`config.mk`:
```
export PLATFORM = sky130hd
export DESIGN_NAME = joint_position_rate_accel_limiter_top
export DESIGN_NICKNAME = d
export VERILOG_FILES = /design/src/sv/jpral_pkg.sv /design/src/sv/joint_position_rate_accel_limiter_top.sv /design/src/sv/jpral_state_mem.sv /design/src/sv/jpral_bound.sv /design/src/sv/jpral_clamp.sv
export SDC_FILE = /design/constraint.sdc
export NUM_CORES = 2
export LEC_CHECK = 0
export ABC_AREA = 1
export BUFFER_PORTS_ARGS = -buffer_cell sky130_fd_sc_hd__buf_2
export CAP_MARGIN = 5
export CORE_AREA = 3 3 511 463
export DETAILED_ROUTE_END_ITERATION = 10
export DIE_AREA = 0 0 514 466
export PLACE_DENSITY = 0.65
export SLEW_MARGIN = 20
export SYNTH_ARGS = -nofsm -noshare
export SYNTH_HDL_FRONTEND = slang
export SYNTH_SLANG_ARGS = --single-unit
```
`constraint.sdc`:
```
create_clock -name clk -period 42.8 [get_ports clk]
set_input_delay 6.42 -clock clk [delete_from_list [all_inputs] [get_ports clk]]
set_output_delay 6.42 -clock clk [all_outputs]
set_load 0.01 [all_outputs]
```
`src/sv/jpral_pkg.sv`:
```
// Shared types and constants for the joint position, rate and acceleration limiter.
// No dependencies; imported by the state memory and the top level.
package jpral_pkg;

  // Fixed field widths
  localparam int JIDX_W    = 4;
  localparam int STEP_W    = 31;
  localparam int EN_W      = 4;
  localparam int CFG_IDX_W = 3;
  localparam int HIST_W    = 2;

  // Per-joint history depth: frames seen in the current track, saturating
  localparam logic [HIST_W-1:0] HIST_NONE = 2'd0;
  localparam logic [HIST_W-1:0] HIST_ONE  = 2'd1;
  localparam logic [HIST_W-1:0] HIST_FULL = 2'd2;

  // Bit positions in limit_enable
  localparam int EN_MIN   = 0;
  localparam int EN_MAX   = 1;
  localparam int EN_VEL   = 2;
  localparam int EN_ACCEL = 3;

  // Configuration register indexes
  typedef enum logic [CFG_IDX_W-1:0] {
    REG_MIN_POSITION    = 3'd0,
    REG_MAX_POSITION    = 3'd1,
    REG_MAX_STEP        = 3'd2,
    REG_MAX_STEP_CHANGE = 3'd3,
    REG_LIMIT_ENABLE    = 3'd4
  } cfg_reg_t;

  // Read request from the pipeline front end to the state memory
  typedef struct packed {
    logic en;        // capture read data and history (pipeline advances)
    logic accept;    // a sample is taken this cycle: update its history count
    logic first;     // sample starts a new track
    logic in_range;  // joint index below JOINTS
  } mem_rd_t;

endpackage

```
`src/sv/joint_position_rate_accel_limiter_top.sv`:
```
// Top level of the joint position, rate and acceleration limiter: pipeline,
// configuration registers and hazard interlock. Depends on jpral_pkg,
// jpral_state_mem, jpral_bound and jpral_clamp.
//
//  channel | signals                                   | direction
//  --------+-------------------------------------------+-----------
//  in      | in_valid, in_stall, joint_index,          | request in
//          | position_in, first_frame                  |
//  out     | out_valid, out_stall, joint_out,          | request out
//          | position_out, position_clamped,           |
//          | velocity_limited, accel_limited           |
//  cfg     | cfg_write, cfg_index, cfg_data            | write only
//
// One request per cycle unless out_stall or the interlock holds the input.
// A request for a joint that still has a request in flight (up to four stages)
// waits until that one writes back its state entry at the output register load.
// The per-joint state memory is read at acceptance and written at the tail.
// Reset (rst, synchronous) clears valids and history counts and restores the
// configuration defaults; no clearing pass over the state memory is needed.
// out_stall holds the whole pipeline and the memory read register.
module joint_position_rate_accel_limiter_top #(
  parameter int JOINTS    = 14,
  parameter int POS_WIDTH = 32,
  localparam int CFG_W    = (POS_WIDTH > 31) ? POS_WIDTH : 31
) (
  input  logic                              clk,
  input  logic                              rst,
  // input request
  input  logic                              in_valid,
  output logic                              in_stall,
  input  logic [jpral_pkg::JIDX_W-1:0]      joint_index,
  input  logic signed [POS_WIDTH-1:0]       position_in,
  input  logic                              first_frame,
  // result request
  output logic                              out_valid,
  input  logic                              out_stall,
  output logic [jpral_pkg::JIDX_W-1:0]      joint_out,
  output logic signed [POS_WIDTH-1:0]       position_out,
  output logic                              position_clamped,
  output logic                              velocity_limited,
  output logic                              accel_limited,
  // configuration
  input  logic                              cfg_write,
  input  logic [jpral_pkg::CFG_IDX_W-1:0]   cfg_index,
  input  logic [CFG_W-1:0]                  cfg_data
);
  import jpral_pkg::*;

  // Exact arithmetic width for window ends: 2*p - pp +/- step never overflows
  localparam int BASE_W = (POS_WIDTH > STEP_W + 1) ? POS_WIDTH : STEP_W + 1;
  localparam int EW     = BASE_W + 3;
  localparam int AW     = (JOINTS > 1) ? $clog2(JOINTS) : 1;
  localparam int JX_W   = JIDX_W + AW;
  localparam logic [JX_W-1:0] JOINTS_X = JX_W'(JOINTS);
  localparam logic signed [POS_WIDTH-1:0] POS_MAX = {1'b0, {(POS_WIDTH-1){1'b1}}};
  localparam logic signed [POS_WIDTH-1:0] POS_MIN = ~POS_MAX;

  // ---------------------------------------------------------------------------
  // Configuration registers
  // ---------------------------------------------------------------------------
  logic signed [POS_WIDTH-1:0] pos_floor;
  logic signed [POS_WIDTH-1:0] pos_ceiling;
  logic [STEP_W-1:0]           max_step;
  logic [STEP_W-1:0]           max_step_change;
  logic [EN_W-1:0]             limit_enable;

  always_ff @(posedge clk) begin
    if (rst) begin
      pos_floor       <= POS_MIN;
      pos_ceiling     <= POS_MAX;
      max_step        <= '1;
      max_step_change <= '1;
      limit_enable    <= '0;
    end else if (cfg_write) begin
      unique case (cfg_index)
        REG_MIN_POSITION:    pos_floor       <= cfg_data[POS_WIDTH-1:0];
        REG_MAX_POSITION:    pos_ceiling     <= cfg_data[POS_WIDTH-1:0];
        REG_MAX_STEP:        max_step        <= cfg_data[STEP_W-1:0];
        REG_MAX_STEP_CHANGE: max_step_change <= cfg_data[STEP_W-1:0];
        REG_LIMIT_ENABLE:    limit_enable    <= cfg_data[EN_W-1:0];
        default: ;  // drop writes beyond the register list
      endcase
    end
  end

  logic en_min;
  logic en_max;
  assign en_min = limit_enable[EN_MIN];
  assign en_max = limit_enable[EN_MAX];

  // ---------------------------------------------------------------------------
  // Handshake and hazard interlock
  // ---------------------------------------------------------------------------
  logic advance;
  logic accept;
  logic hazard;
  logic in_range;
  logic [JX_W-1:0] jx;
  logic [AW-1:0]   raddr;

  logic                        s0_valid, s1_valid, s2_valid, s3_valid;
  logic [JIDX_W-1:0]           s0_joint, s1_joint, s2_joint, s3_joint;
  logic                        s0_in_range, s1_in_range, s2_in_range, s3_in_range;

  assign jx       = {{AW{1'b0}}, joint_index};
  assign raddr    = jx[AW-1:0];
  assign in_range = jx < JOINTS_X;

  // Advance whenever the output register is free or being emptied
  assign advance = !out_valid || !out_stall;

  // Hold a request whose joint still has an unwritten state entry in flight
  assign hazard = in_range && (
      (s0_valid && s0_in_range && (s0_joint == joint_index)) ||
      (s1_valid && s1_in_range && (s1_joint == joint_index)) ||
      (s2_valid && s2_in_range && (s2_joint == joint_index)) ||
      (s3_valid && s3_in_range && (s3_joint == joint_index)));

  assign in_stall = !advance || hazard;
  assign accept   = in_valid && !in_stall;

  // ---------------------------------------------------------------------------
  // Position clamp at acceptance
  // ---------------------------------------------------------------------------
  logic signed [POS_WIDTH-1:0] v_min;
  logic signed [POS_WIDTH-1:0] v_clamp;

  always_comb begin
    v_min   = (en_min && (position_in < pos_floor)) ? pos_floor : position_in;
    v_clamp = (en_max && (v_min > pos_ceiling)) ? pos_ceiling : v_min;
  end

  // ---------------------------------------------------------------------------
  // State memory
  // ---------------------------------------------------------------------------
  mem_rd_t                rd;
  logic                   mem_we;
  logic [AW-1:0]          waddr;
  logic [3*POS_WIDTH-1:0] wdata;
  logic [3*POS_WIDTH-1:0] rdata;
  logic [HIST_W-1:0]      s0_hist;

  assign rd.en       = advance;
  assign rd.accept   = accept;
  assign rd.first    = first_frame;
  assign rd.in_range = in_range;

  jpral_state_mem #(
    .JOINTS    (JOINTS),
    .POS_WIDTH (POS_WIDTH),
    .AW        (AW)
  ) u_state (
    .clk     (clk),
    .rst     (rst),
    .rd      (rd),
    .raddr   (raddr),
    .we      (mem_we),
    .waddr   (waddr),
    .wdata   (wdata),
    .rdata   (rdata),
    .hist_rd (s0_hist)
  );

  // Entry layout: {velocity_stage_prev, final_prev, final_prev2}
  logic signed [POS_WIDTH-1:0] s0_vprev;
  logic signed [POS_WIDTH-1:0] s0_fp;
  logic signed [POS_WIDTH-1:0] s0_fpp;
  logic signed [EW-1:0]        s0_vprev_x;
  logic signed [EW-1:0]        s0_fp_x;
  logic signed [EW-1:0]        s0_fpp_x;
  logic signed [EW-1:0]        step_x;
  logic signed [EW-1:0]        step_chg_x;

  assign s0_vprev   = rdata[3*POS_WIDTH-1:2*POS_WIDTH];
  assign s0_fp      = rdata[2*POS_WIDTH-1:POS_WIDTH];
  assign s0_fpp     = rdata[POS_WIDTH-1:0];
  assign s0_vprev_x = {{(EW-POS_WIDTH){s0_vprev[POS_WIDTH-1]}}, s0_vprev};
  assign s0_fp_x    = {{(EW-POS_WIDTH){s0_fp[POS_WIDTH-1]}}, s0_fp};
  assign s0_fpp_x   = {{(EW-POS_WIDTH){s0_fpp[POS_WIDTH-1]}}, s0_fpp};
  assign step_x     = {{(EW-STEP_W){1'b0}}, max_step};
  assign step_chg_x = {{(EW-STEP_W){1'b0}}, max_step_change};

  // ---------------------------------------------------------------------------
  // Stage 0: request registers (memory data arrives alongside)
  // ---------------------------------------------------------------------------
  logic signed [POS_WIDTH-1:0] s0_v;
  logic                        s0_pc;

  always_ff @(posedge clk) begin
    if (advance) begin
      s0_joint    <= joint_index;
      s0_in_range <= in_range;
      s0_v        <= v_clamp;
      s0_pc       <= (v_clamp != position_in);
    end
  end

  // ---------------------------------------------------------------------------
  // Stage 1: exact velocity window ends and acceleration center
  // ---------------------------------------------------------------------------
  logic signed [POS_WIDTH-1:0] s1_v;
  logic                        s1_pc;
  logic [HIST_W-1:0]           s1_hist;
  logic signed [POS_WIDTH-1:0] s1_fp;
  logic signed [EW-1:0]        s1_vlo_x;
  logic signed [EW-1:0]        s1_vhi_x;
  logic signed [EW-1:0]        s1_center;

  always_ff @(posedge clk) begin
    if (advance) begin
      s1_joint    <= s0_joint;
      s1_in_range <= s0_in_range;
      s1_v        <= s0_v;
      s1_pc       <= s0_pc;
      s1_hist     <= s0_hist;
      s1_fp       <= s0_fp;
      s1_vlo_x    <= s0_vprev_x - step_x;
      s1_vhi_x    <= s0_vprev_x + step_x;
      s1_center   <= {s0_fp_x[EW-2:0], 1'b0} - s0_fpp_x;
    end
  end

  // ---------------------------------------------------------------------------
  // Stage 2: saturated velocity window, exact acceleration window
  // ---------------------------------------------------------------------------
  logic signed [POS_WIDTH-1:0] vel_lo, vel_hi, vel_blo, vel_bhi;

  jpral_bound #(
    .POS_WIDTH (POS_WIDTH),
    .EW        (EW)
  ) u_vel_bound (
    .lo_x    (s1_vlo_x),
    .hi_x    (s1_vhi_x),
    .min_pos (pos_floor),
    .max_pos (pos_ceiling),
    .en_min  (en_min),
    .en_max  (en_max),
    .lo      (vel_lo),
    .hi      (vel_hi),
    .blo     (vel_blo),
    .bhi     (vel_bhi)
  );

  logic signed [POS_WIDTH-1:0] s2_v;
  logic                        s2_pc;
  logic [HIST_W-1:0]           s2_hist;
  logic signed [POS_WIDTH-1:0] s2_fp;
  logic signed [POS_WIDTH-1:0] s2_vlo, s2_vhi, s2_vblo, s2_vbhi;
  logic signed [EW-1:0]        s2_alo_x;
  logic signed [EW-1:0]        s2_ahi_x;

  always_ff @(posedge clk) begin
    if (advance) begin
      s2_joint    <= s1_joint;
      s2_in_range <= s1_in_range;
      s2_v        <= s1_v;
      s2_pc       <= s1_pc;
      s2_hist     <= s1_hist;
      s2_fp       <= s1_fp;
      s2_vlo      <= vel_lo;
      s2_vhi      <= vel_hi;
      s2_vblo     <= vel_blo;
      s2_vbhi     <= vel_bhi;
      s2_alo_x    <= s1_center - step_chg_x;
      s2_ahi_x    <= s1_center + step_chg_x;
    end
  end

  // ---------------------------------------------------------------------------
  // Stage 3: velocity clamp, saturated acceleration window
  // ---------------------------------------------------------------------------
  logic signed [POS_WIDTH-1:0] vel_r;
  logic                        vel_act;
  logic signed [POS_WIDTH-1:0] acc_lo, acc_hi, acc_blo, acc_bhi;

  jpral_clamp #(
    .POS_WIDTH (POS_WIDTH)
  ) u_vel_clamp (
    .v       (s2_v),
    .lo      (s2_vlo),
    .hi      (s2_vhi),
    .blo     (s2_vblo),
    .bhi     (s2_vbhi),
    .min_pos (pos_floor),
    .max_pos (pos_ceiling),
    .en_min  (en_min),
    .en_max  (en_max),
    .r       (vel_r)
  );

  jpral_bound #(
    .POS_WIDTH (POS_WIDTH),
    .EW        (EW)
  ) u_acc_bound (
    .lo_x    (s2_alo_x),
    .hi_x    (s2_ahi_x),
    .min_pos (pos_floor),
    .max_pos (pos_ceiling),
    .en_min  (en_min),
    .en_max  (en_max),
    .lo      (acc_lo),
    .hi      (acc_hi),
    .blo     (acc_blo),
    .bhi     (acc_bhi)
  );

  // Velocity stage runs from the second frame of a track on
  assign vel_act = (s2_hist != HIST_NONE) && limit_enable[EN_VEL];

  logic signed [POS_WIDTH-1:0] s3_vs;
  logic                        s3_pc;
  logic                        s3_vl;
  logic [HIST_W-1:0]           s3_hist;
  logic signed [POS_WIDTH-1:0] s3_fp;
  logic signed [POS_WIDTH-1:0] s3_alo, s3_ahi, s3_ablo, s3_abhi;
  logic signed [EW-1:0]        s3_alo_x;
  logic signed [EW-1:0]        s3_ahi_x;

  always_ff @(posedge clk) begin
    if (advance) begin
      s3_joint    <= s2_joint;
      s3_in_range <= s2_in_range;
      s3_vs       <= vel_act ? vel_r : s2_v;
      s3_vl       <= vel_act && (vel_r != s2_v);
      s3_pc       <= s2_pc;
      s3_hist     <= s2_hist;
      s3_fp       <= s2_fp;
      s3_alo      <= acc_lo;
      s3_ahi      <= acc_hi;
      s3_ablo     <= acc_blo;
      s3_abhi     <= acc_bhi;
      s3_alo_x    <= s2_alo_x;
      s3_ahi_x    <= s2_ahi_x;
    end
  end

  // ---------------------------------------------------------------------------
  // Stage 4: acceleration clamp, write-back and output register
  // ---------------------------------------------------------------------------
  logic signed [POS_WIDTH-1:0] acc_r;
  logic                        acc_act;
  logic signed [EW-1:0]        s3_vs_x;
  logic signed [POS_WIDTH-1:0] final_pos;
  logic                        acc_out;
  logic [JX_W-1:0]             s3_jx;

  jpral_clamp #(
    .POS_WIDTH (POS_WIDTH)
  ) u_acc_clamp (
    .v       (s3_vs),
    .lo      (s3_alo),
    .hi      (s3_ahi),
    .blo     (s3_ablo),
    .bhi     (s3_abhi),
    .min_pos (pos_floor),
    .max_pos (pos_ceiling),
    .en_min  (en_min),
    .en_max  (en_max),
    .r       (acc_r)
  );

  // Acceleration stage needs two earlier finals in the current track
  assign acc_act   = (s3_hist == HIST_FULL) && limit_enable[EN_ACCEL];
  assign s3_vs_x   = {{(EW-POS_WIDTH){s3_vs[POS_WIDTH-1]}}, s3_vs};
  assign final_pos = acc_act ? acc_r : s3_vs;
  assign acc_out   = acc_act && ((s3_vs_x < s3_alo_x) || (s3_vs_x > s3_ahi_x));

  // Write back: shift final history and store the velocity-stage output
  assign mem_we = advance && s3_valid && s3_in_range;
  assign s3_jx  = {{AW{1'b0}}, s3_joint};
  assign waddr  = s3_jx[AW-1:0];
  assign wdata  = {s3_vs, final_pos, s3_fp};

  always_ff @(posedge clk) begin
    if (advance) begin
      joint_out        <= s3_joint;
      position_out     <= final_pos;
      position_clamped <= s3_pc;
      velocity_limited <= s3_vl;
      accel_limited    <= acc_out;
    end
  end

  // Valid chain
  always_ff @(posedge clk) begin
    if (rst) begin
      s0_valid  <= 1'b0;
      s1_valid  <= 1'b0;
      s2_valid  <= 1'b0;
      s3_valid  <= 1'b0;
      out_valid <= 1'b0;
    end else if (advance) begin
      s0_valid  <= accept;
      s1_valid  <= s0_valid;
      s2_valid  <= s1_valid;
      s3_valid  <= s2_valid;
      out_valid <= s3_valid;
    end
  end

endmodule

```
`src/sv/jpral_state_mem.sv`:
```
// Per-joint state memory: previous velocity-stage output and last two final outputs,
// plus the history counts in flip-flops. Depends on jpral_pkg.
module jpral_state_mem #(
  parameter int JOINTS    = 14,
  parameter int POS_WIDTH = 32,
  parameter int AW        = 4
) (
  input  logic                      clk,
  input  logic                      rst,
  input  jpral_pkg::mem_rd_t        rd,
  input  logic [AW-1:0]             raddr,
  input  logic                      we,
  input  logic [AW-1:0]             waddr,
  input  logic [3*POS_WIDTH-1:0]    wdata,
  output logic [3*POS_WIDTH-1:0]    rdata,
  output logic [jpral_pkg::HIST_W-1:0] hist_rd
);
  import jpral_pkg::*;

  logic [3*POS_WIDTH-1:0] mem [JOINTS];
  logic [HIST_W-1:0]      hist [JOINTS];
  logic [HIST_W-1:0]      hist_cur;
  logic [HIST_W-1:0]      hist_next;

  assign hist_cur = rd.in_range ? hist[raddr] : HIST_NONE;

  always_comb begin
    if (rd.first) begin
      hist_next = HIST_ONE;
    end else if (hist_cur == HIST_FULL) begin
      hist_next = HIST_FULL;
    end else begin
      hist_next = hist_cur + HIST_ONE;
    end
  end

  // Synchronous read, registered while rd.en is set; write-back from the pipeline tail
  always_ff @(posedge clk) begin
    if (rd.en) begin
      rdata <= mem[raddr];
    end
    if (we) begin
      mem[waddr] <= wdata;
    end
  end

  always_ff @(posedge clk) begin
    if (rst) begin
      for (int i = 0; i < JOINTS; i++) begin
        hist[i] <= HIST_NONE;
      end
      hist_rd <= HIST_NONE;
    end else begin
      if (rd.accept && rd.in_range) begin
        hist[raddr] <= hist_next;
      end
      if (rd.en) begin
        hist_rd <= rd.first ? HIST_NONE : hist_cur;
      end
    end
  end

endmodule

```
`src/sv/jpral_bound.sv`:
```
// Window ends: saturate exact window ends to the position range and intersect
// them with the enabled position bounds. No package dependency.
module jpral_bound #(
  parameter int POS_WIDTH = 32,
  parameter int EW        = 35
) (
  input  logic signed [EW-1:0]        lo_x,
  input  logic signed [EW-1:0]        hi_x,
  input  logic signed [POS_WIDTH-1:0] min_pos,
  input  logic signed [POS_WIDTH-1:0] max_pos,
  input  logic                        en_min,
  input  logic                        en_max,
  output logic signed [POS_WIDTH-1:0] lo,
  output logic signed [POS_WIDTH-1:0] hi,
  output logic signed [POS_WIDTH-1:0] blo,
  output logic signed [POS_WIDTH-1:0] bhi
);

  localparam logic signed [EW-1:0] SAT_HI =
    {{(EW-POS_WIDTH+1){1'b0}}, {(POS_WIDTH-1){1'b1}}};
  localparam logic signed [EW-1:0] SAT_LO = ~SAT_HI;

  always_comb begin
    if (lo_x > SAT_HI) begin
      lo = SAT_HI[POS_WIDTH-1:0];
    end else if (lo_x < SAT_LO) begin
      lo = SAT_LO[POS_WIDTH-1:0];
    end else begin
      lo = lo_x[POS_WIDTH-1:0];
    end
    if (hi_x > SAT_HI) begin
      hi = SAT_HI[POS_WIDTH-1:0];
    end else if (hi_x < SAT_LO) begin
      hi = SAT_LO[POS_WIDTH-1:0];
    end else begin
      hi = hi_x[POS_WIDTH-1:0];
    end
    blo = (en_min && (min_pos > lo)) ? min_pos : lo;
    bhi = (en_max && (max_pos < hi)) ? max_pos : hi;
  end

endmodule

```
`src/sv/jpral_clamp.sv`:
```
// Window clamp: clamp a sample to the intersected window, or, when the window
// and the position bounds miss each other, to the window and then the bounds.
module jpral_clamp #(
  parameter int POS_WIDTH = 32
) (
  input  logic signed [POS_WIDTH-1:0] v,
  input  logic signed [POS_WIDTH-1:0] lo,
  input  logic signed [POS_WIDTH-1:0] hi,
  input  logic signed [POS_WIDTH-1:0] blo,
  input  logic signed [POS_WIDTH-1:0] bhi,
  input  logic signed [POS_WIDTH-1:0] min_pos,
  input  logic signed [POS_WIDTH-1:0] max_pos,
  input  logic                        en_min,
  input  logic                        en_max,
  output logic signed [POS_WIDTH-1:0] r
);

  logic signed [POS_WIDTH-1:0] t;

  always_comb begin
    t = v;
    if (blo <= bhi) begin
      if (v < blo) begin
        r = blo;
      end else if (v > bhi) begin
        r = bhi;
      end else begin
        r = v;
      end
    end else begin
      // bounds win: window first, then min, then max
      if (v < lo) begin
        t = lo;
      end else if (v > hi) begin
        t = hi;
      end
      if (en_min && (t < min_pos)) begin
        t = min_pos;
      end
      if (en_max && (t > max_pos)) begin
        t = max_pos;
      end
      r = t;
    end
  end

endmodule
```
; After elaboration in Yosys (flattened, before gate mapping)
; Memories as Yosys holds them, arrays and structs flattened. A register that Yosys moved wholly into a read port is not among the register bits.
; Index checks and enable logic that the tools add are counted.
; W data, S select, Z words.
[word_totals]
ramBits = 1372
memories = 2
word_cells = 198
output_inout_bits = 41
input_bits = 77
reg_bits = 932
[classes]
n_eq_ne = 12
order_cmp = 31
n_reduce_logical = 45
addsub = 6
muxes = 48
[memory_table]
columns = name, words, word_bits, rd, rd_clocked_by_memory_dff, write_ports, line
row1 = u_state.mem, 14, 96, 1, 1, 1, jpral_state_mem.sv:20  ; logic [3*POS_WIDTH-1:0] mem [JOINTS];
row2 = u_state.hist, 14, 2, 1, 0, 14, jpral_state_mem.sv:21  ; logic [HIST_W-1:0] hist [JOINTS];
[ops]
columns = op, count
row1 = $mux W32, 34
row2 = $gt A32 B32 Y1, 9
row3 = $lt A32 B32 Y1, 9
row4 = $gt A35 B32 Y1 const B, 4
row5 = $lt A35 B32 Y1 const B, 4
row6 = $le A32 B32 Y1, 2
row7 = $ne A32 B32 Y1, 2
row8 = $add A35 B32 Y35, 1
row9 = $gt A32 B35 Y1, 1
row10 = $lt A32 B35 Y1, 1
row11 = $sub A35 B32 Y35, 1
row12 = $sub A33 B32 Y34, 1
row13 = $add A32 B32 Y33, 1
row14 = $sub A32 B32 Y33, 1
row15 = $logic_and A1 B1 Y1, 27
row16 = $eq A4 B4 Y1, 4
row17 = $mux W2, 5
row18 = $reduce_and A2 Y1, 5
row19 = $mux W1, 8
row20 = $eq A3 B2 Y1 const B, 2
row21 = $logic_or A1 B1 Y1, 6
row22 = $eq A2 B2 Y1 const B, 2
row23 = $logic_not A1 Y1, 4
row24 = $lt A4 B4 Y1 const B, 1
row25 = 7 further kinds, 7

; Logic depth before layout (Yosys ltp)
[logic_depth]
ltp_word = 15
mapped_depth = 57
ltp_nobuf = 55

; Modules after synthesis
; From an unflattened synthesis, not the netlist that was laid out.
[unflattened]
cells_unflattened = 10992
area_unflattened_um2 = 120724.5
[by_module_without_submodules]
columns = module, seq_area_each_um2, n_inst, area_per_inst_um2, cells_each
row1 = jpral_state_mem, 44242.4, 1, 54549.8, 3322
row2 = joint_position_rate_accel_limiter_top, 26335.3, 1, 43270.2, 3858
row3 = jpral_clamp, 0.0, 2, 8120.3, 1380
row4 = jpral_bound, 0.0, 2, 3331.9, 526

; Worst setup path after synthesis
; Ideal clock, no wire load.
[synth_path]
path_kind = in2reg
from = in out_stall
to = mem u_state.mem[0][0] (netlist name), enable pin
arrival_ns = 33.360
path_stages = 5
n_path_buf = 0
setup_ns = 0.552
t_required_ns = 42.248
path_slack_ns = 8.888
path_cell_list = nand2_1 -> inv_1 -> nor2_1 -> nand3_1 -> nor2_1
[synth_between]
elab_chain_cells = 6
[synth_lines]
columns = element, line
row1 = start: declaration, joint_position_rate_accel_limiter_top.sv:36  ; input logic out_stall,
row2 = $logic_not A1 Y1, joint_position_rate_accel_limiter_top.sv:110  ; assign advance = !out_valid || !out_stall;
row3 = $logic_or A1 B1 Y1, joint_position_rate_accel_limiter_top.sv:110
row4 = $logic_and A1 B1 Y1 (2 in a row), joint_position_rate_accel_limiter_top.sv:369  ; assign mem_we = advance && s3_valid && s3_in_range;
row5 = $mux W1, jpral_state_mem.sv:42  ; if (we) begin
row6 = $mux W1 (implied by the code), jpral_state_mem.sv:43  ; mem[waddr] <= wdata;
row7 = end: declaration, jpral_state_mem.sv:20
; Every way passes these cells.

; Final worst setup path
[layout_path]
from = in joint_index[0] (netlist name)
to = out in_stall
[layout_between]
elab_chain_cells = 7
word_cells_on_any_way = 14
cone_classes = order compare (1) / eq/ne (4) / reduce/logical (9)
[layout_lines]
columns = element, line
row1 = start: declaration, joint_position_rate_accel_limiter_top.sv:31  ; input logic [jpral_pkg::JIDX_W-1:0] joint_index,
row2 = $eq A4 B4 Y1 (on tied branches), "joint_position_rate_accel_limiter_top.sv:114, joint_position_rate_accel_limiter_top.sv:115"
row3 = $logic_and A1 B1 Y1 (on tied branches), "joint_position_rate_accel_limiter_top.sv:114, joint_position_rate_accel_limiter_top.sv:115"
row4 = $logic_or A1 B1 Y1, joint_position_rate_accel_limiter_top.sv:114  ; (s0_valid && s0_in_range && (s0_joint == joint_index)) ||
row5 = $logic_or A1 B1 Y1, joint_position_rate_accel_limiter_top.sv:115  ; (s1_valid && s1_in_range && (s1_joint == joint_index)) ||
row6 = $logic_or A1 B1 Y1, joint_position_rate_accel_limiter_top.sv:116  ; (s2_valid && s2_in_range && (s2_joint == joint_index)) ||
row7 = $logic_and A1 B1 Y1 *, joint_position_rate_accel_limiter_top.sv:113  ; assign hazard = in_range && (
row8 = $logic_or A1 B1 Y1 *, joint_position_rate_accel_limiter_top.sv:119  ; assign in_stall = !advance || hazard;
row9 = end: declaration, joint_position_rate_accel_limiter_top.sv:30  ; output logic in_stall,
; Mark *: on every way between the ends. The rest lies on a longest branch, timed or not.

==> impl_metrics.yaml <==
yosys:
  synth_edf_count: 2259
  syn_inst: 10200
  ys_ff_latch: 2396
  synthDistinctLibCells: 64
  synth_area_um2: 116000
  ys.flop_type: "edfxtp_1"
  avgSynthCellArea_um2: 11.4
  ys_seq_area_share_pct: 61.0
  synthArstFlopShare_pct: 0
  synth_warnings: 0
clock_tree:
  root_buffer: "clkbuf_16"
  cts_buffers: 243
  clock_latency_ns: 0.95
  h-tree-depth: 4
  post-cts-setup-buffers: 0
  cts_tree: "built"
  clock-sinks: 2396
  cts_buffer_depth: 4
  clk_pin_slew_ns: 0.07
  postCtsHoldBufs: 0
  ctsResizeCount: 0
global_routing:
  grt_pass1_wl_um: 508000
  grtUsageTotal_pct: 28.3
  grt_pass1_vias: 78200
  grt_max_degree: 168
  grt_overflow: 0
  grt_antenna_before_repair: 12
sta:
  max_freq_ghz: 0.0671
  fin_tns_setup_ns: 0
  final-max-slew-violation-count: 0
  fin_crit_ns: 14.90
  min_period_over_period_pct: 34.8
  setup_viol: 0
  finalClockSkew_ns: 0.136
  finalHoldViolCount: 0
  tightest_slew_ns: 1.27
  rsz0062_at_grt: "false"
  slew_headroom_pct: 14.9
place:
  port_buffers: 117
  dp_hpwl_um: 225000
  post-place-cells: 13000
  routabilityCongestion: 0.973
layout:
  layout-drive-gt1-share_pct: 7.06
  syn_to_final_growth_pct: 10.5
  nets: 11200
  multi_input_comb_area_um2: 39700
  fillers: 19400
  layout_commonest_cell: "edfxtp_1"
  instances_no_fill: 13500
  final_cell_mix: "edfxtp_1 (2259), nand2_1 (1790), inv_1 (1033)"
  final-seq-area_um2: 70600
route:
  vias: 81500
  wl_per_cell_um: 25.7
  postRouteAntennaNets: 0
  drt_first_pass_iters: 8
  vias_per_cell: 6.04
  drc: 0
  wl_um: 347000
  drt_iter0_markers: 9336
power_and_ir_drop:
  ir_worst_vdd_uv: 54.0
  powerDensity_nw_per_um2: 59.6
  leakagePower_nw: 51.9
die:
  ioPinCount: 118
  die-area_um2: 240000
  die_h_um: 466
  rows: 168
  die_x_um: 514
  initial_utilization_pct: 49.9
  core_um2: 232000
critical_path:
  worstSetupPathType: "in2out"
  cp_max_fo: 56
  cp.arrival_ns: 8.48
  required_ns: 36.38
  cp-start-kind: "input pin"
  critPathCaptureType: "primary output"
job:
  drv_cap: 0
status:
  outcome: "finished, final reports clean"
worst_hold_path:
  hold_class: "reg2reg"
-- synthesized netlist by cell type, types with 6 or more instances --
cell	count	area, µm²
a22oi_1	592	4440
a31oi_1	33	206
nor3_1	44	220
a211oi_1	36	270
dfxtp_1	137	2740
o21ai_1	13	65.1
o21bai_1	8	60.1
xor2_1	163	1430
a221oi_1	11	96.3
o221ai_1	24	210
a21o_1	15	113
ha_1	857	10700
inv_2	9	33.8
buf_1	34	128
o31ai_1	16	120
xnor2_1	30	263
edfxtp_1	2259	67800
buf_2	21	105
nand3_1	274	1370
nor4_1	19	119
o2111ai_1	102	893
o21ai_0	697	3490
nand4_1	135	845
clkbuf_1	386	1450
nand3b_1	6	45.0
nand2_1	1792	6730
a2111oi_0	9	78.8
nor2_1	385	1450
o211ai_1	234	1760
a21oi_1	634	3170
o21a_1	18	135
inv_1	1036	3890
o31ai_2	16	200
or2_2	29	181
and2_1	31	194
-- power by group --
part	internal (W)	switching (W)
clock network	0.00121	0.000902
registers	0.00293	0.000197
logic	0.000767	0.00161
-- critical path: stages --
cell and delay, ns:
buf_4 0.25, inv_4 0.76, o22ai_1 0.15, a21oi_1 0.15, nand3_1 0.08, a221oi_1 0.21
o21ai_0 0.19, nand2_1 0.08, buf_2 0.15
-- layout make-up --
| cell class | count | share of cell area, % |
|---|---|---|
| clock buffers | 293 | 4.99 |
| inverters | 1049 | 3.09 |
| well taps | 3060 | 3.00 |
| clock inverters | 146 | 1.13 |
| multi-input cells | 6275 | 31.1 |
| flip-flops and latches | 2396 | 55.2 |
| repair buffers | 262 | 1.45 |
| diodes | 8 | 0.0157 |
-- sequential cells by signal, summed over array words and instances (netlist names), 33 cells and up --
name and cells:
s1_vlo_x 33, s2_alo_x 35, u_state.rdata 96, s1_center 34
u_state.mem 1344, s3_ahi_x 34, s3_alo_x 35, s2_ahi_x 34
-- stage by stage --
step | utilization (%) | total power (W) | setup slack (ns) | hold slack [ns] | cell area, µm²
global route | 55.1 | 0.00803 | 27.76 | 0.355 | 128000
finish | 55.1 | 0.00761 | 27.90 | 0.336 | 128000
floorplan | - | 0.00468 | 8.89 | 0.400 | 116000
CTS | 55.1 | 0.00759 | 27.91 | 0.333 | 128000
global placement | 51.7 | 0.00542 | 27.89 | 0.401 | 120000
detailed placement | 51.7 | 0.00549 | 27.91 | 0.405 | 120000
-- worst paths after layout --
check        slack (ns)           start  depth (start not counted)                   to
max               27.90  joint_index[0]                          9             in_stall
min                0.34       s2_fp[23]                          0            s3_fp[23]
max reg2reg       31.65       s3_vs[27]                         36  u_state.mem[10][63]
min reg2reg        0.34       s2_fp[23]                          0            s3_fp[23]
-- cell families after synthesis --
logic type,Yosys count,synth area share (%)
multiplexers,1,0.00866
other,1,0.00324
AND/OR/NAND/NOR,2727,9.73
buffers and inverters,1498,4.92
AO/OA/AOI/OAI,2488,13.5
XOR/XNOR,193,1.46
adder cells (fa/ha/maj),862,9.36
flip-flops,2396,61.0
-- per-layer routing --
layer	GRT usage (%)	up-vias	routed length (µm)
met4	10.6	2	13700
met5	0	-	13
met3	3.97	645	28800
met1	39.6	40100	145000
li1	-	37000	-
met2	45.3	3725	159000
(Power assumes the default switching activity.)
